**src/sv/jebr_pkg.sv**
```systemverilog
// Package for the JPEG entropy-coded segment bit reader.
// Holds the channel payload types, operation and status codes and shared constants.
// No dependencies.
package jebr_pkg;

   // Request codes as they arrive on the request channel
   localparam logic [2:0] REQ_PUSH    = 3'd0;
   localparam logic [2:0] REQ_GET     = 3'd1;
   localparam logic [2:0] REQ_PEEK    = 3'd2;
   localparam logic [2:0] REQ_SKIP    = 3'd3;
   localparam logic [2:0] REQ_RESTART = 3'd4;

   // Classified operation codes carried through the queue
   localparam logic [2:0] OP_PUSH    = 3'd0;
   localparam logic [2:0] OP_GET     = 3'd1;
   localparam logic [2:0] OP_PEEK    = 3'd2;
   localparam logic [2:0] OP_SKIP    = 3'd3;
   localparam logic [2:0] OP_RESTART = 3'd4;
   localparam logic [2:0] OP_NOP     = 3'd5;

   // Response status codes
   localparam logic [1:0] ST_OK      = 2'd0;
   localparam logic [1:0] ST_SHORT   = 2'd1;
   localparam logic [1:0] ST_FULL    = 2'd2;
   localparam logic [1:0] ST_IGNORED = 2'd3;

   localparam logic [7:0]  STUFF_BYTE   = 8'hFF;
   localparam logic [4:0]  MAX_REQ_BITS = 5'd24;
   localparam logic [15:0] COUNT_MAX    = 16'hFFFF;

   // Depth of the queue between front and back
   localparam int QUEUE_DEPTH = 2;

   typedef struct packed {
      logic [2:0] req_type;
      logic [7:0] data_byte;
      logic [4:0] bit_count;
   } req_payload_type;

   typedef struct packed {
      logic [23:0] bits_value;
      logic [1:0]  status;
      logic        marker_found;
      logic [7:0]  marker_value;
      logic [15:0] zeros_inserted;
      logic [5:0]  bits_available;
   } rsp_payload_type;

   // Classified operation held in the queue
   typedef struct packed {
      logic [2:0] op;
      logic [7:0] data_byte;
      logic [4:0] count;
      logic       byte_is_ff;
      logic       byte_is_zero;
   } op_entry_type;

   // Queue control driven by the front into the queue
   typedef struct packed {
      logic full;
      logic push;
   } queue_ctrl_type;

endpackage

```
**src/sv/jebr_front.sv**
```systemverilog
// Front end: accepts request transactions and classifies them into queue entries.
// Depends on jebr_pkg.
module jebr_front
   import jebr_pkg::*;
(
   input  logic            req_valid,
   input  req_payload_type req_data,
   input  logic            queue_full,
   output logic            req_stall,
   output queue_ctrl_type  queue_ctrl,
   output op_entry_type    entry
);

   // Stall while the queue has no free slot
   assign req_stall       = queue_full;
   assign queue_ctrl.full = queue_full;
   assign queue_ctrl.push = req_valid && !queue_full;

   // Decode request type, clamp count, pre-compare the byte
   always_comb begin
      entry.data_byte    = req_data.data_byte;
      entry.byte_is_ff   = (req_data.data_byte == STUFF_BYTE);
      entry.byte_is_zero = (req_data.data_byte == 8'h00);
      entry.count        = (req_data.bit_count > MAX_REQ_BITS) ? MAX_REQ_BITS
                                                               : req_data.bit_count;
      case (req_data.req_type)
         REQ_PUSH:    entry.op = OP_PUSH;
         REQ_GET:     entry.op = OP_GET;
         REQ_PEEK:    entry.op = OP_PEEK;
         REQ_SKIP:    entry.op = OP_SKIP;
         REQ_RESTART: entry.op = OP_RESTART;
         default:     entry.op = OP_NOP;
      endcase
   end

endmodule

```
**src/sv/jebr_queue.sv**
```systemverilog
// Short flop-based queue decoupling the front end from the execution back end.
// Depends on jebr_pkg.
module jebr_queue
   import jebr_pkg::*;
(
   input  logic           clock,
   input  logic           reset,
   input  queue_ctrl_type queue_ctrl,
   input  op_entry_type   wr_entry,
   output logic           full,
   output logic           rd_valid,
   output op_entry_type   rd_entry,
   input  logic           rd_pop
);

   localparam int PTR_W = (QUEUE_DEPTH > 1) ? $clog2(QUEUE_DEPTH) : 1;
   localparam int CNT_W = $clog2(QUEUE_DEPTH + 1);
   localparam logic [PTR_W-1:0] LAST_PTR = PTR_W'(QUEUE_DEPTH - 1);
   localparam logic [CNT_W-1:0] FULL_CNT = CNT_W'(QUEUE_DEPTH);

   op_entry_type     slot_ff [QUEUE_DEPTH];
   logic [PTR_W-1:0] wr_ptr_ff, wr_ptr_in;
   logic [PTR_W-1:0] rd_ptr_ff, rd_ptr_in;
   logic [CNT_W-1:0] count_ff, count_in;
   logic             do_push;
   logic             do_pop;

   assign full     = (count_ff == FULL_CNT);
   assign rd_valid = (count_ff != '0);
   assign rd_entry = slot_ff[rd_ptr_ff];
   assign do_push  = queue_ctrl.push;
   assign do_pop   = rd_pop && rd_valid;

   // Pointer and occupancy update
   always_comb begin
      wr_ptr_in = wr_ptr_ff;
      rd_ptr_in = rd_ptr_ff;
      count_in  = count_ff;
      if (do_push) begin
         wr_ptr_in = (wr_ptr_ff == LAST_PTR) ? '0 : wr_ptr_ff + 1'b1;
      end
      if (do_pop) begin
         rd_ptr_in = (rd_ptr_ff == LAST_PTR) ? '0 : rd_ptr_ff + 1'b1;
      end
      if (do_push && !do_pop) begin
         count_in = count_ff + 1'b1;
      end else if (do_pop && !do_push) begin
         count_in = count_ff - 1'b1;
      end
   end

   always_ff @(posedge clock) begin
      if (reset) begin
         wr_ptr_ff <= '0;
         rd_ptr_ff <= '0;
         count_ff  <= '0;
      end else begin
         wr_ptr_ff <= wr_ptr_in;
         rd_ptr_ff <= rd_ptr_in;
         count_ff  <= count_in;
      end
   end

   // Entry storage, no reset needed
   always_ff @(posedge clock) begin
      if (do_push) begin
         slot_ff[wr_ptr_ff] <= wr_entry;
      end
   end

endmodule

```
**src/sv/jebr_back.sv**
```systemverilog
// Back end: executes queued operations on the bit reservoir and registers responses.
// Depends on jebr_pkg.
module jebr_back
   import jebr_pkg::*;
#(
   parameter int RESERVOIR_BITS = 32
) (
   input  logic            clock,
   input  logic            reset,
   input  logic            q_valid,
   input  op_entry_type    q_entry,
   output logic            q_pop,
   output logic            rsp_valid,
   input  logic            rsp_stall,
   output rsp_payload_type rsp_data
);

   localparam int HW = $clog2(RESERVOIR_BITS + 1);
   localparam logic [HW-1:0] ROOM_LIMIT = HW'(RESERVOIR_BITS - 8);

   logic [RESERVOIR_BITS-1:0] res_ff, res_in;
   logic [HW-1:0]             held_ff, held_in;
   logic                      ff_pend_ff, ff_pend_in;
   logic                      marker_ff, marker_in;
   logic [7:0]                marker_byte_ff, marker_byte_in;
   logic [15:0]               zero_cnt_ff, zero_cnt_in;
   logic                      rsp_valid_ff, rsp_valid_in;
   rsp_payload_type           rsp_data_ff, rsp_data_in;

   logic                      out_free;
   logic                      room;
   logic [7:0]                app_byte;
   logic [RESERVOIR_BITS-1:0] res_app;
   logic [HW-1:0]             need;
   logic                      short_held;
   logic [4:0]                deficit;
   logic [4:0]                deficit_up;
   logic [1:0]                fill_bytes;
   logic [RESERVOIR_BITS-1:0] res_fill;
   logic [HW-1:0]             held_fill;
   logic [HW-1:0]             shift_amt;
   logic [RESERVOIR_BITS-1:0] res_shifted;
   logic [23:0]               extract;
   logic [16:0]               zero_sum;
   logic [15:0]               zero_sat;
   logic [23:0]               value;
   logic [1:0]                status;

   // Pop whenever the output register is free or being drained
   assign out_free  = !rsp_valid_ff || !rsp_stall;
   assign q_pop     = q_valid && out_free;
   assign rsp_valid = rsp_valid_ff;
   assign rsp_data  = rsp_data_ff;

   // Push path: byte append
   assign room     = (held_ff <= ROOM_LIMIT);
   assign app_byte = ff_pend_ff ? STUFF_BYTE : q_entry.data_byte;
   assign res_app  = {res_ff[RESERVOIR_BITS-9:0], app_byte};

   // Read path: whole zero bytes appended after a marker until enough bits are held
   assign need       = HW'(q_entry.count);
   assign short_held = (held_ff < need);
   assign deficit    = 5'(need - held_ff);
   assign deficit_up = deficit + 5'd7;
   assign fill_bytes = (short_held && marker_ff) ? deficit_up[4:3] : 2'd0;
   assign held_fill  = held_ff + HW'({fill_bytes, 3'b000});

   always_comb begin
      case (fill_bytes)
         2'd0:    res_fill = res_ff;
         2'd1:    res_fill = res_ff << 8;
         2'd2:    res_fill = res_ff << 16;
         2'd3:    res_fill = res_ff << 24;
         default: res_fill = res_ff;
      endcase
   end

   // MSB-first extraction of the requested bits
   assign shift_amt   = held_fill - need;
   assign res_shifted = res_fill >> shift_amt;
   assign extract     = res_shifted[23:0] & ~(24'hFF_FFFF << q_entry.count);

   // Saturating count of inserted zero bytes
   assign zero_sum = {1'b0, zero_cnt_ff} + 17'(fill_bytes);
   assign zero_sat = zero_sum[16] ? COUNT_MAX : zero_sum[15:0];

   // Operation execution
   always_comb begin
      res_in         = res_ff;
      held_in        = held_ff;
      ff_pend_in     = ff_pend_ff;
      marker_in      = marker_ff;
      marker_byte_in = marker_byte_ff;
      zero_cnt_in    = zero_cnt_ff;
      value          = '0;
      status         = ST_OK;
      case (q_entry.op)
         OP_PUSH: begin
            if (marker_ff) begin
               status = ST_IGNORED;
            end else if (ff_pend_ff && !q_entry.byte_is_zero) begin
               ff_pend_in     = 1'b0;
               marker_in      = 1'b1;
               marker_byte_in = q_entry.data_byte;
            end else if (!ff_pend_ff && q_entry.byte_is_ff) begin
               ff_pend_in = 1'b1;
            end else if (!room) begin
               status = ST_FULL;
            end else begin
               res_in     = res_app;
               held_in    = held_ff + HW'(8);
               ff_pend_in = 1'b0;
            end
         end
         OP_GET, OP_PEEK, OP_SKIP: begin
            if (q_entry.count != 5'd0) begin
               if (short_held && !marker_ff) begin
                  status = ST_SHORT;
               end else begin
                  res_in      = res_fill;
                  zero_cnt_in = zero_sat;
                  if (q_entry.op != OP_SKIP) begin
                     value = extract;
                  end
                  if (q_entry.op == OP_PEEK) begin
                     held_in = held_fill;
                  end else begin
                     held_in = held_fill - need;
                  end
               end
            end
         end
         OP_RESTART: begin
            res_in         = '0;
            held_in        = '0;
            ff_pend_in     = 1'b0;
            marker_in      = 1'b0;
            marker_byte_in = '0;
            zero_cnt_in    = '0;
         end
         default: begin
         end
      endcase
   end

   // Response assembly
   always_comb begin
      rsp_data_in.bits_value     = value;
      rsp_data_in.status         = status;
      rsp_data_in.marker_found   = marker_in;
      rsp_data_in.marker_value   = marker_byte_in;
      rsp_data_in.zeros_inserted = zero_cnt_in;
      rsp_data_in.bits_available = held_in[5:0];
      if (q_pop) begin
         rsp_valid_in = 1'b1;
      end else if (!rsp_stall) begin
         rsp_valid_in = 1'b0;
      end else begin
         rsp_valid_in = rsp_valid_ff;
      end
   end

   // Reader state, updated once per executed operation
   always_ff @(posedge clock) begin
      if (reset) begin
         res_ff         <= '0;
         held_ff        <= '0;
         ff_pend_ff     <= 1'b0;
         marker_ff      <= 1'b0;
         marker_byte_ff <= '0;
         zero_cnt_ff    <= '0;
         rsp_valid_ff   <= 1'b0;
      end else begin
         rsp_valid_ff <= rsp_valid_in;
         if (q_pop) begin
            res_ff         <= res_in;
            held_ff        <= held_in;
            ff_pend_ff     <= ff_pend_in;
            marker_ff      <= marker_in;
            marker_byte_ff <= marker_byte_in;
            zero_cnt_ff    <= zero_cnt_in;
         end
      end
   end

   // Response payload register
   always_ff @(posedge clock) begin
      if (q_pop) begin
         rsp_data_ff <= rsp_data_in;
      end
   end

endmodule

```
**src/sv/jpeg_entropy_bit_reader.sv**
```systemverilog
// JPEG entropy-coded segment bit reader: top level joining front end, queue and back end.
// Depends on jebr_pkg, jebr_front, jebr_queue and jebr_back.
//
// Usage:
//   Request channel (req_valid / req_stall / req_data) carries push-byte, get, peek,
//   skip and restart requests; a transaction completes when req_valid is high and
//   req_stall is low. Pushed bytes are unstuffed (0xFF 0x00 gives one 0xFF); a 0xFF
//   followed by a nonzero byte records a marker, after which reads are padded with
//   zero bytes. Each request gives exactly one response on the rsp_ channel, with
//   the requested bits, a status and the reader state after the request.
//   A request accepted on the request channel passes through the queue and is executed
//   into the response register. Throughput: one request per cycle while the receiver
//   does not stall, set by the back-end execute step and the response register after it.
//   When the receiver stalls, the response register holds and up to two requests
//   wait in the queue; req_stall rises once the queue is full.
//   Reset (synchronous, active high) empties the queue and clears the reservoir,
//   the marker and the zero count. No initialisation pass is needed.
module jpeg_entropy_bit_reader
   import jebr_pkg::*;
#(
   parameter int RESERVOIR_BITS = 32
) (
   input  logic            clock,
   input  logic            reset,
   input  logic            req_valid,
   output logic            req_stall,
   input  req_payload_type req_data,
   output logic            rsp_valid,
   input  logic            rsp_stall,
   output rsp_payload_type rsp_data
);

   queue_ctrl_type queue_ctrl;
   op_entry_type   wr_entry;
   op_entry_type   rd_entry;
   logic           queue_full;
   logic           q_valid;
   logic           q_pop;

   jebr_front u_front (
      .req_valid  (req_valid),
      .req_data   (req_data),
      .queue_full (queue_full),
      .req_stall  (req_stall),
      .queue_ctrl (queue_ctrl),
      .entry      (wr_entry)
   );

   jebr_queue u_queue (
      .clock      (clock),
      .reset      (reset),
      .queue_ctrl (queue_ctrl),
      .wr_entry   (wr_entry),
      .full       (queue_full),
      .rd_valid   (q_valid),
      .rd_entry   (rd_entry),
      .rd_pop     (q_pop)
   );

   jebr_back #(
      .RESERVOIR_BITS (RESERVOIR_BITS)
   ) u_back (
      .clock     (clock),
      .reset     (reset),
      .q_valid   (q_valid),
      .q_entry   (rd_entry),
      .q_pop     (q_pop),
      .rsp_valid (rsp_valid),
      .rsp_stall (rsp_stall),
      .rsp_data  (rsp_data)
   );

endmodule

```
**config.mk**
```make
export PLATFORM = sky130hd
export DESIGN_NAME = jpeg_entropy_bit_reader
export DESIGN_NICKNAME = d
export VERILOG_FILES = /design/src/sv/jebr_pkg.sv /design/src/sv/jebr_front.sv /design/src/sv/jebr_queue.sv /design/src/sv/jebr_back.sv /design/src/sv/jpeg_entropy_bit_reader.sv
export SDC_FILE = /design/constraint.sdc
export NUM_CORES = 1
export LEC_CHECK = 0
export BUFFER_PORTS_ARGS = -buffer_cell sky130_fd_sc_hd__buf_2
export CORE_ASPECT_RATIO = 2
export CORE_MARGIN = 3
export CORE_UTILIZATION = 57
export CTS_CLUSTER_SIZE = 20
export DETAILED_ROUTE_END_ITERATION = 7
export HOLD_SLACK_MARGIN = 0.1
export PLACE_DENSITY = 0.85
export SETUP_SLACK_MARGIN = 0.2
export SYNTH_ARGS = -nofsm -noshare
export SYNTH_HDL_FRONTEND = slang
export SYNTH_SLANG_ARGS = --single-unit
```
**constraint.sdc**
```tcl
create_clock -name clock -period 9.8 [get_ports clock]
set_input_delay 1.96 -clock clock [delete_from_list [all_inputs] [get_ports clock]]
set_output_delay 1.96 -clock clock [all_outputs]
set_load 0.05 [all_outputs]
```
==> impl_metrics.env, run 1 <==
export IMPL_status="complete, no violations"
export IMPL_synthFlopType="edfxtp_1"
export IMPL_synthCells=1191
export IMPL_rsz0062_at_grt="no"
export IMPL_root_buffer="clkbuf_16"
export IMPL_rows=70
export IMPL_die_area_mm2=0.02069
export IMPL_cts_setup_buffers=0
export IMPL_cts_tree="done"
export IMPL_synth_net_count=1232
export IMPL_hold_path_depth=2
export IMPL_io_buffers=78
export IMPL_yosysUniqueCellTypes=89
export IMPL_ys_warn_count=0
export IMPL_core_area_mm2=0.01839
export IMPL_ys_seq_area_share_pct=38.92
export IMPL_path_clk_slew_ns=0.07
export IMPL_grt_antenna_before_repair=0
export IMPL_cp_top_family="compound AO/OA/AOI/OAI gates"
export IMPL_worst_slack_ns=3.497
export IMPL_grt_overflow=0
export IMPL_hpwl_um=28880
export IMPL_period_needed_ns=6.303
export IMPL_skew_ns=0.01472
export IMPL_setup_worst_path_class="reg2reg"
export IMPL_critPathCaptureType="flip-flop"
export IMPL_synth_edf_count=93
export IMPL_numClockSinks=163
export IMPL_fill_cells=1517
export IMPL_cts_buffers=17
export IMPL_cp_data_required_time_ns=9.98
export IMPL_final_seq_area_mm2=0.004194
export IMPL_grt_max_degree=63
export IMPL_multi_input_area_mm2=0.006130
export IMPL_hold_violations=0
export IMPL_critPathLaunchType="flip-flop"
export IMPL_cp_max_fo=27
export IMPL_chipWidth_um=103.2
export IMPL_vias=10885
export IMPL_synth_area_mm2=0.01078
export IMPL_n_antenna_cell=0
export IMPL_wl_um=41320
export IMPL_nets=1258
export IMPL_insertion_delay_ns=0.45
export IMPL_reg2reg_slack_ns=3.50
export IMPL_place_ws_ns=3.769
export IMPL_avgSynthCellArea_um2=9.047
export IMPL_areaGrowthSynthToFinish_pct=10.06
export IMPL_slew_limit_headroom_pct=2.905
export IMPL_ys_top_cells_by_area="edfxtp_1 26%, dfxtp_1 13%, nand2_1 4.3%"
export IMPL_chipHeight_um=200.4
export IMPL_cpMaxStageDelayCell="a222oi_1"
export IMPL_post_synth_top_count_cell="nand2_1"
export IMPL_slew_violations=0
export IMPL_fin_setup_tns_ns=0
export IMPL_route_detailed_drc=0
export IMPL_fin_crit_sh_pct=64.32
export IMPL_wl_per_cell_um=28.58
export IMPL_path_buf_inv=2
export IMPL_hold_buffers=0
export IMPL_synth_seq_cells=163
export IMPL_critPathArrivalTime_ns=6.49
export IMPL_clock_path_buffers=2
export IMPL_crit_path_frequent_cell="ha_1"
export IMPL_worstPathCellList="buf_4 > mux2i_1 > inv_1 > ha_1 > ha_1 > a21o_1 > and3_1 > o41ai_1 > nand2_1 > a222oi_1 > o22ai_1 > o31ai_1 > a31oi_1"
export IMPL_async_flop_share_pct=0
export IMPL_finalSetupViolCount=0
export IMPL_drtIter0Drc=1147
export IMPL_fmax_ghz=0.1586
export IMPL_gp_congestion=1.054
export IMPL_timing_rr_end="u_back.rsp_data[35]$_SDFFCE_PP0P_"
export IMPL_grt_pass1_vias=10645
export IMPL_worstRegToRegCells=13
export IMPL_slowest_delay_ns=1.26
export IMPL_synth_commonest_cells="123 x nand2_1, 101 x nor2_1, 93 x edfxtp_1"
export IMPL_yosysTopAreaCell="edfxtp_1"
export IMPL_drt_vias_per_instance=7.528
export IMPL_ant_nets=0
export IMPL_grt_pass1_wl_um=62720
export IMPL_hold_start="u_back.marker_byte_ff[1]$_SDFFE_PP0P_"
export IMPL_first_pass_iters=7
export IMPL_cap_violations=0
export IMPL_worstHoldPathType="reg2reg"
export IMPL_synth_top_cell_area_share_pct=25.92
export IMPL_ios=79
export IMPL_grt_use_total_pct=40.71
export IMPL_utilization_pct=64.48
export IMPL_initial_core_util_pct=58.59
export IMPL_drive_gt1_share_pct=16.34
export IMPL_htree_levels=4
export IMPL_cts_resized=0
export IMPL_hold_path_endpoint="u_back.marker_byte_ff[1]$_SDFFE_PP0P_"
export IMPL_worstMarginPinSlew_ns=1.456
worst register-to-register path: cells and delay by family, from the launching register on:
kind            cells  cell delay, ns
compound gates      6            3.09
flops               1            0.31
fa+ha+maj           2            0.82
mux                 1            0.50
buf+inv             2            0.50
simple gates        2            0.83
per-stage QoR:
stage	cell area, µm²	std cells	hold WS (ns)
2_1_floorplan	10780	1191	0.4366
3_3_place_gp	11290	1414	0.4421
3_5_place_dp	11290	1414	0.4540
4_1_cts	11860	1446	0.4638
5_1_grt	11860	1446	0.4916
6_report	11860	1446	0.4631
layout by cell type, fill, tap and decap left out, drive strengths merged, types with 10 or more instances in the layout:
cell type,Yosys,routed
nand4,29,29
o21ai,50,50
o211a,10,10
dfxtp,70,70
mux2,21,21
inv,25,33
mux2i,33,33
a31oi,22,22
a21oi,76,76
clkbuf,72,17
nor3,34,34
a221oi,14,14
a22o,14,14
ha,18,18
o22ai,13,13
nand2,123,123
o211ai,21,21
a22oi,24,24
nand3,39,39
nor2,101,101
nand2b,14,14
and3,15,15
buf,27,106
mux4,10,10
o41ai,12,12
a211oi,38,38
edfxtp,93,93
cells by family (layout without fill, tap and decap cells):
group                      Yosys count  count (layout)  synth area share, %
and+or+nand+nor                    406             406                18.09
DFF                                163             163                38.92
AOI/OAI and AO/OA                  395             395                26.61
xor gates and xnor gates            17              17                1.660
muxes                               64              64                7.385
buffers and inverters              125             164                4.679
adders and majority gates           21              21                2.648
layer usage:
layer	track usage [%]	up-vias	share of wire, %
met2	64.43	792	48
met5	0	-	0
met4	36.22	0	11
met1	41.94	5101	31
li1	-	4717	-
met3	11.83	275	10
state kept, by name, indices dropped and copies added, names as in the netlist, named ones only:
| register | flops |
|---|---|
| u_back.held_ff | 6 |
| u_back.rsp_data | 57 |
| u_back.marker_ff | 1 |
| u_back.ff_pend_ff | 1 |
| u_back.zero_cnt_ff | 16 |
| u_queue.rd_ptr_ff | 1 |
| u_back.marker_byte_ff | 8 |
| u_back.rsp_valid | 1 |
| u_back.res_ff | 32 |
| u_queue.wr_ptr_ff | 1 |
| u_queue.slot_ff | 36 |
| u_queue.count_ff | 2 |
layout make-up:
class / count / area share, %
timing repair buffer: 106 / 5.064
inverter: 26 / 0.8230
tap: 216 / 2.279
clock buffer: 17 / 3.587
multi-input combinational: 903 / 51.69
clock inverter: 15 / 1.192
sequential: 163 / 35.37
worst max-delay path by stage:
| stage | slack [ns] | to | cells after the start | startpoint |
|---|---|---|---|---|
| 2_1_floorplan | 4.24 | u_back.rsp_data[42]$_SDFFCE_PP0P_ | 23 | flip-flop |
| 3_3_place_gp | 4.03 | u_back.rsp_data[42]$_SDFFCE_PP0P_ | 19 | flip-flop |
| 3_5_place_dp | 3.77 | u_back.rsp_data[56]$_SDFFCE_PP0P_ | 18 | flip-flop |
| 4_1_cts | 3.75 | u_back.rsp_data[56]$_SDFFCE_PP0P_ | 18 | flip-flop |
| 5_1_grt | 3.13 | u_back.rsp_data[44]$_SDFFCE_PP0P_ | 20 | flip-flop |
| 6_report | 3.50 | u_back.rsp_data[35]$_SDFFCE_PP0P_ | 13 | flip-flop |
Power of run 1 is not shown: default switching activity piles up to over one toggle a cycle in this logic, so the estimate is an artifact.
==> run 2, diff against run 1 <==
- CORE_UTILIZATION: 57 -> 56
- PLACE_DENSITY: 0.85 -> 0.87
- clock period: 9.8 -> 5.25 ns (I/O delays scaled with it)
==> run 2 against run 1 <==
  * Wire length is 2.6% higher
  * Die area increased by 1.7%
  * Sequential share of layout area decreased by 1.3 points
  * Largest cell class unchanged
  * Critical endpoint unchanged
  * Highest routed layer unchanged
  * Fmax grew 27%
  * Setup slack lost 3.2 ns
==> impl_metrics.env, run 2 (synthesis results as in run 1) <==
export IMPL_htree_levels=4
export IMPL_slew_violations=0
export IMPL_grt_overflow=0
export IMPL_wl_per_cell_um=27.78
export IMPL_rows=71
export IMPL_largest_reg_flops=57
export IMPL_n_antenna_cell=0
export IMPL_die_area_mm2=0.02104
export IMPL_mostFrequentLayoutCells="121 x nand2_1, 100 x nor2_1, 93 x edfxtp_1"
export IMPL_chipWidth_um=104.1
export IMPL_worstHoldPathType="reg2reg"
export IMPL_ios=79
export IMPL_cap_violations=0
export IMPL_hold_buffers=0
export IMPL_hold_violations=0
export IMPL_grt_use_total_pct=40.12
export IMPL_drive_gt1_share_pct=19.75
export IMPL_critPathLaunchType="flip-flop"
export IMPL_slowest_delay_ns=0.80
export IMPL_drt_vias_per_instance=7.251
export IMPL_hold_path_endpoint="u_back.marker_byte_ff[6]$_SDFFE_PP0P_"
export IMPL_cp_top_family="compound AO/OA/AOI/OAI gates"
export IMPL_cts_tree="done"
export IMPL_period_needed_ns=4.977
export IMPL_cp_max_fo=12
export IMPL_cp_data_required_time_ns=5.42
export IMPL_hpwl_um=30790
export IMPL_fin_setup_tns_ns=0
export IMPL_reg2reg_slack_ns=0.27
export IMPL_ant_nets=0
export IMPL_layout_commonest_cell="nand2_1"
export IMPL_skew_ns=0.01233
export IMPL_fmax_ghz=0.2009
export IMPL_grt_max_degree=63
export IMPL_gp_congestion=1.059
export IMPL_initial_core_util_pct=57.21
export IMPL_grt_antenna_before_repair=0
export IMPL_route_detailed_drc=0
export IMPL_fin_crit_sh_pct=94.80
export IMPL_core_area_mm2=0.01883
export IMPL_status="complete, no violations"
export IMPL_areaGrowthSynthToFinish_pct=14.44
export IMPL_setup_worst_path_class="reg2reg"
export IMPL_hold_start="u_back.marker_byte_ff[6]$_SDFFE_PP0P_"
export IMPL_first_pass_iters=7
export IMPL_path_clk_slew_ns=0.07
export IMPL_grt_pass1_wl_um=64110
export IMPL_chipHeight_um=202.2
export IMPL_worstRegToRegCells=14
export IMPL_numClockSinks=163
export IMPL_hold_path_depth=2
export IMPL_wl_um=42400
export IMPL_critPathCaptureType="flip-flop"
export IMPL_nets=1299
export IMPL_io_buffers=78
export IMPL_vias=11065
export IMPL_rsz0062_at_grt="no"
export IMPL_drtIter0Drc=1161
export IMPL_critPathArrivalTime_ns=5.14
export IMPL_worstPathCellList="mux2i_1 > inv_1 > ha_1 > ha_1 > a21o_1 > buf_4 > and3_1 > buf_4 > o41ai_1 > a32oi_1 > a222oi_1 > o22ai_1 > o31ai_1 > a31oi_1"
export IMPL_worstMarginPinSlew_ns=1.151
export IMPL_finalSetupViolCount=0
export IMPL_timing_rr_end="u_back.rsp_data[35]$_SDFFCE_PP0P_"
export IMPL_cpMaxStageDelayCell="a222oi_1"
export IMPL_grt_pass1_vias=10790
export IMPL_slew_limit_headroom_pct=22.65
export IMPL_root_buffer="clkbuf_16"
export IMPL_path_buf_inv=3
export IMPL_clock_path_buffers=2
export IMPL_cts_buffers=17
export IMPL_insertion_delay_ns=0.44
-- run 2: how the worst max path moves through the flow --
stage | cells past startpoint | from | to
global route | 21 | flip-flop | u_back.rsp_data[50]$_SDFFCE_PP0P_
global placement | 18 | flip-flop | u_back.rsp_data[41]$_SDFFCE_PP0P_
floorplan | 23 | flip-flop | u_back.rsp_data[50]$_SDFFCE_PP0P_
CTS | 18 | flip-flop | u_back.rsp_data[41]$_SDFFCE_PP0P_
finish | 14 | flip-flop | u_back.rsp_data[35]$_SDFFCE_PP0P_
detailed placement | 18 | flip-flop | u_back.rsp_data[42]$_SDFFCE_PP0P_
-- run 2: worst register-to-register path, cell delays in order, from the launching register on --
cell and delay [ns]:
dfxtp_4 0.42, mux2i_1 0.24, inv_1 0.17, ha_1 0.33, ha_1 0.22, a21o_1 0.25
buf_4 0.21, and3_1 0.18, buf_4 0.18, o41ai_1 0.74, a32oi_1 0.42, a222oi_1 0.80
o22ai_1 0.24, o31ai_1 0.24, a31oi_1 0.06
-- run 2: per-layer routing --
layer	GRT usage, %	wire [µm]	share of wire (%)
met1	39.21	13200	31
met2	68.95	20950	49
met3	8.373	3212	7.6
met4	38.52	5031	12
met5	0	0	0
-- run 2: stage by stage --
step	hold WS (ns)	instance area (µm²)	setup slack, ns	util (%)	std cells
5_1_grt	0.4840	12330	0.2124	65.48	1526
3_3_place_gp	0.4421	11650	0.1916	61.89	1491
3_5_place_dp	0.4537	11650	0.03813	61.89	1491
4_1_cts	0.4605	12290	0.2156	65.23	1524
6_report	0.4606	12330	0.2728	65.48	1526
2_1_floorplan	0.4366	10800	0.2493	-	1191
-- run 2: timing repair --
item	CTS	global route
resized for setup	3	8
pin swaps	1	0
endpoints found under the setup margin	12	39
buffers inserted	1	1
-- run 2: cell type report --
cell class              instances  area, µm²
clock inverters                15      188.9
flip-flops and latches        163       4198
inverters                      26      97.59
clock buffers                  17      425.4
repair buffers                147      918.4
multi-input cells             903       6185
well taps                     255      319.1
fillers                      1537       6501
Power of run 2 is left out for the same reason.
==> run 3, diff against run 2 <==
- CORE_UTILIZATION: 56 -> 57
- PLACE_DENSITY: 0.87 -> 0.85
- clock period: 5.25 -> 6.3 ns (I/O delays scaled with it)
==> run 3 against run 2 <==
  * Clock skew up 0.0092 ns
  * First-iteration DRC count up 9.0%
  * Core utilization about the same
  * Register-to-register slack better by 0.21 ns
  * Critical path depth up 3
  * Sequential share of layout area up 0.80 points
  * Wire length down 0.88%
  * Sequential cell count unchanged
  * Global-route usage up 1.1 points
  * Clock-buffer cell count unchanged
  * Final area down 2.4%
==> impl_metrics.env, run 3 (synthesis results as in run 1) <==
export IMPL_status="complete, no violations"
export IMPL_worstMarginPinSlew_ns=1.109
export IMPL_insertion_delay_ns=0.46
export IMPL_cts_buffers=17
export IMPL_layout_commonest_cell="nand2_1"
export IMPL_die_area_mm2=0.02069
export IMPL_grt_antenna_before_repair=0
export IMPL_path_clk_slew_ns=0.07
export IMPL_grt_pass1_vias=10686
export IMPL_fmax_ghz=0.1720
export IMPL_finalSetupViolCount=0
export IMPL_slowest_delay_ns=0.79
export IMPL_worstHoldPathType="reg2reg"
export IMPL_wl_per_cell_um=28.74
export IMPL_hold_start="u_back.marker_byte_ff[5]$_SDFFE_PP0P_"
export IMPL_hold_buffers=0
export IMPL_critPathLaunchType="flip-flop"
export IMPL_crit_path_frequent_cell="ha_1"
export IMPL_fin_crit_sh_pct=92.27
export IMPL_wl_um=42020
export IMPL_root_buffer="clkbuf_16"
export IMPL_hold_violations=0
export IMPL_chipWidth_um=103.2
export IMPL_critPathArrivalTime_ns=6.08
export IMPL_critPathCaptureType="flip-flop"
export IMPL_setup_worst_path_class="reg2reg"
export IMPL_cp_data_required_time_ns=6.56
export IMPL_vias=10948
export IMPL_cpMaxStageDelayCell="xor2_1"
export IMPL_grt_use_total_pct=41.22
export IMPL_clock_path_buffers=2
export IMPL_route_detailed_drc=0
export IMPL_final_area_mm2=0.01204
export IMPL_holdWs_ns=0.4610
export IMPL_slew_violations=0
export IMPL_ios=79
export IMPL_ant_nets=0
export IMPL_cap_violations=0
export IMPL_nets=1274
export IMPL_period_needed_ns=5.813
export IMPL_first_pass_iters=6
export IMPL_gp_congestion=1.087
export IMPL_cts_resized=0
export IMPL_drive_gt1_share_pct=17.50
export IMPL_numClockSinks=163
export IMPL_drtIter0Drc=1265
export IMPL_grt_max_degree=63
export IMPL_reg2reg_slack_ns=0.49
export IMPL_mostFrequentLayoutCells="123 x nand2_1, 100 x nor2_1, 93 x edfxtp_1"
export IMPL_cp_max_fo=14
export IMPL_grt_pass1_wl_um=63490
export IMPL_chipHeight_um=200.4
export IMPL_fin_setup_tns_ns=0
export IMPL_grt_overflow=0
export IMPL_io_buffers=78
export IMPL_slew_limit_headroom_pct=24.18
export IMPL_worstPathCellList="mux2i_1 > inv_1 > ha_1 > ha_1 > a21o_1 > xnor2_1 > nor2_1 > ha_1 > inv_1 > fa_1 > inv_1 > ha_1 > xor2_1 > a2111oi_0 > a311oi_1 > o31ai_1 > a221oi_1"
export IMPL_rsz0062_at_grt="no"
export IMPL_largest_reg_flops=57
export IMPL_post_dp_cell_area_mm2=0.01141
export IMPL_core_area_mm2=0.01839
export IMPL_htree_levels=4
export IMPL_cts_tree="done"
export IMPL_initial_core_util_pct=58.59
export IMPL_rows=70
export IMPL_fin_cells=1462
export IMPL_dp_cells=1430
export IMPL_hpwl_um=29500
export IMPL_skew_ns=0.02152
export IMPL_n_antenna_cell=0
export IMPL_cts_setup_buffers=0
export IMPL_drt_vias_per_instance=7.488
export IMPL_areaGrowthSynthToFinish_pct=11.72
-- run 3: final timing paths --
kind,to,cells after the start
setup / recovery,u_back.rsp_data[33]$_SDFFCE_PP0P_,17
hold reg to reg,u_back.marker_byte_ff[5]$_SDFFE_PP0P_,2
hold / removal,u_back.marker_byte_ff[5]$_SDFFE_PP0P_,2
setup reg to reg,u_back.rsp_data[33]$_SDFFCE_PP0P_,17
-- run 3: area by class of cell --
cell class	instances	area, µm²
tap	216	270.3
sequential	163	4194
multi-input combinational	903	6130
fill	1472	6355
clock buffer	17	425.4
inverter	26	97.59
clock inverter	15	200.2
timing repair buffer	122	720.7
-- run 3: per-stage QoR --
stage | util [%] | setup slack (ns)
after global placement | 62.05 | 0.9440
after CTS | 65.45 | 0.6550
final | 65.45 | 0.4869
after floorplan | - | 0.7439
after global routing | 65.45 | 0.2038
after detailed placement | 62.05 | 0.7012
-- run 3: critical path, delay by kind of cell, from the launching register on --
kind	cells	cell delay, ns
adder cells (fa/ha/maj)	5	1.49
AO/OA/AOI/OAI	5	1.37
XOR/XNOR	2	1.31
multiplexers	1	0.53
buffers and inverters	3	0.40
flip-flops	1	0.38
AND/OR/NAND/NOR	1	0.15
-- run 3: metal layers --
metal  GRT usage [%]  up-vias  share of wire [%]
met2           64.32      807                 47
met1           43.28     5080                 30
met5               0        -                  0
li1                -     4737                  -
met3           12.28      324                 10
met4           36.45        0                 12
Power of run 3 is left out for the same reason.
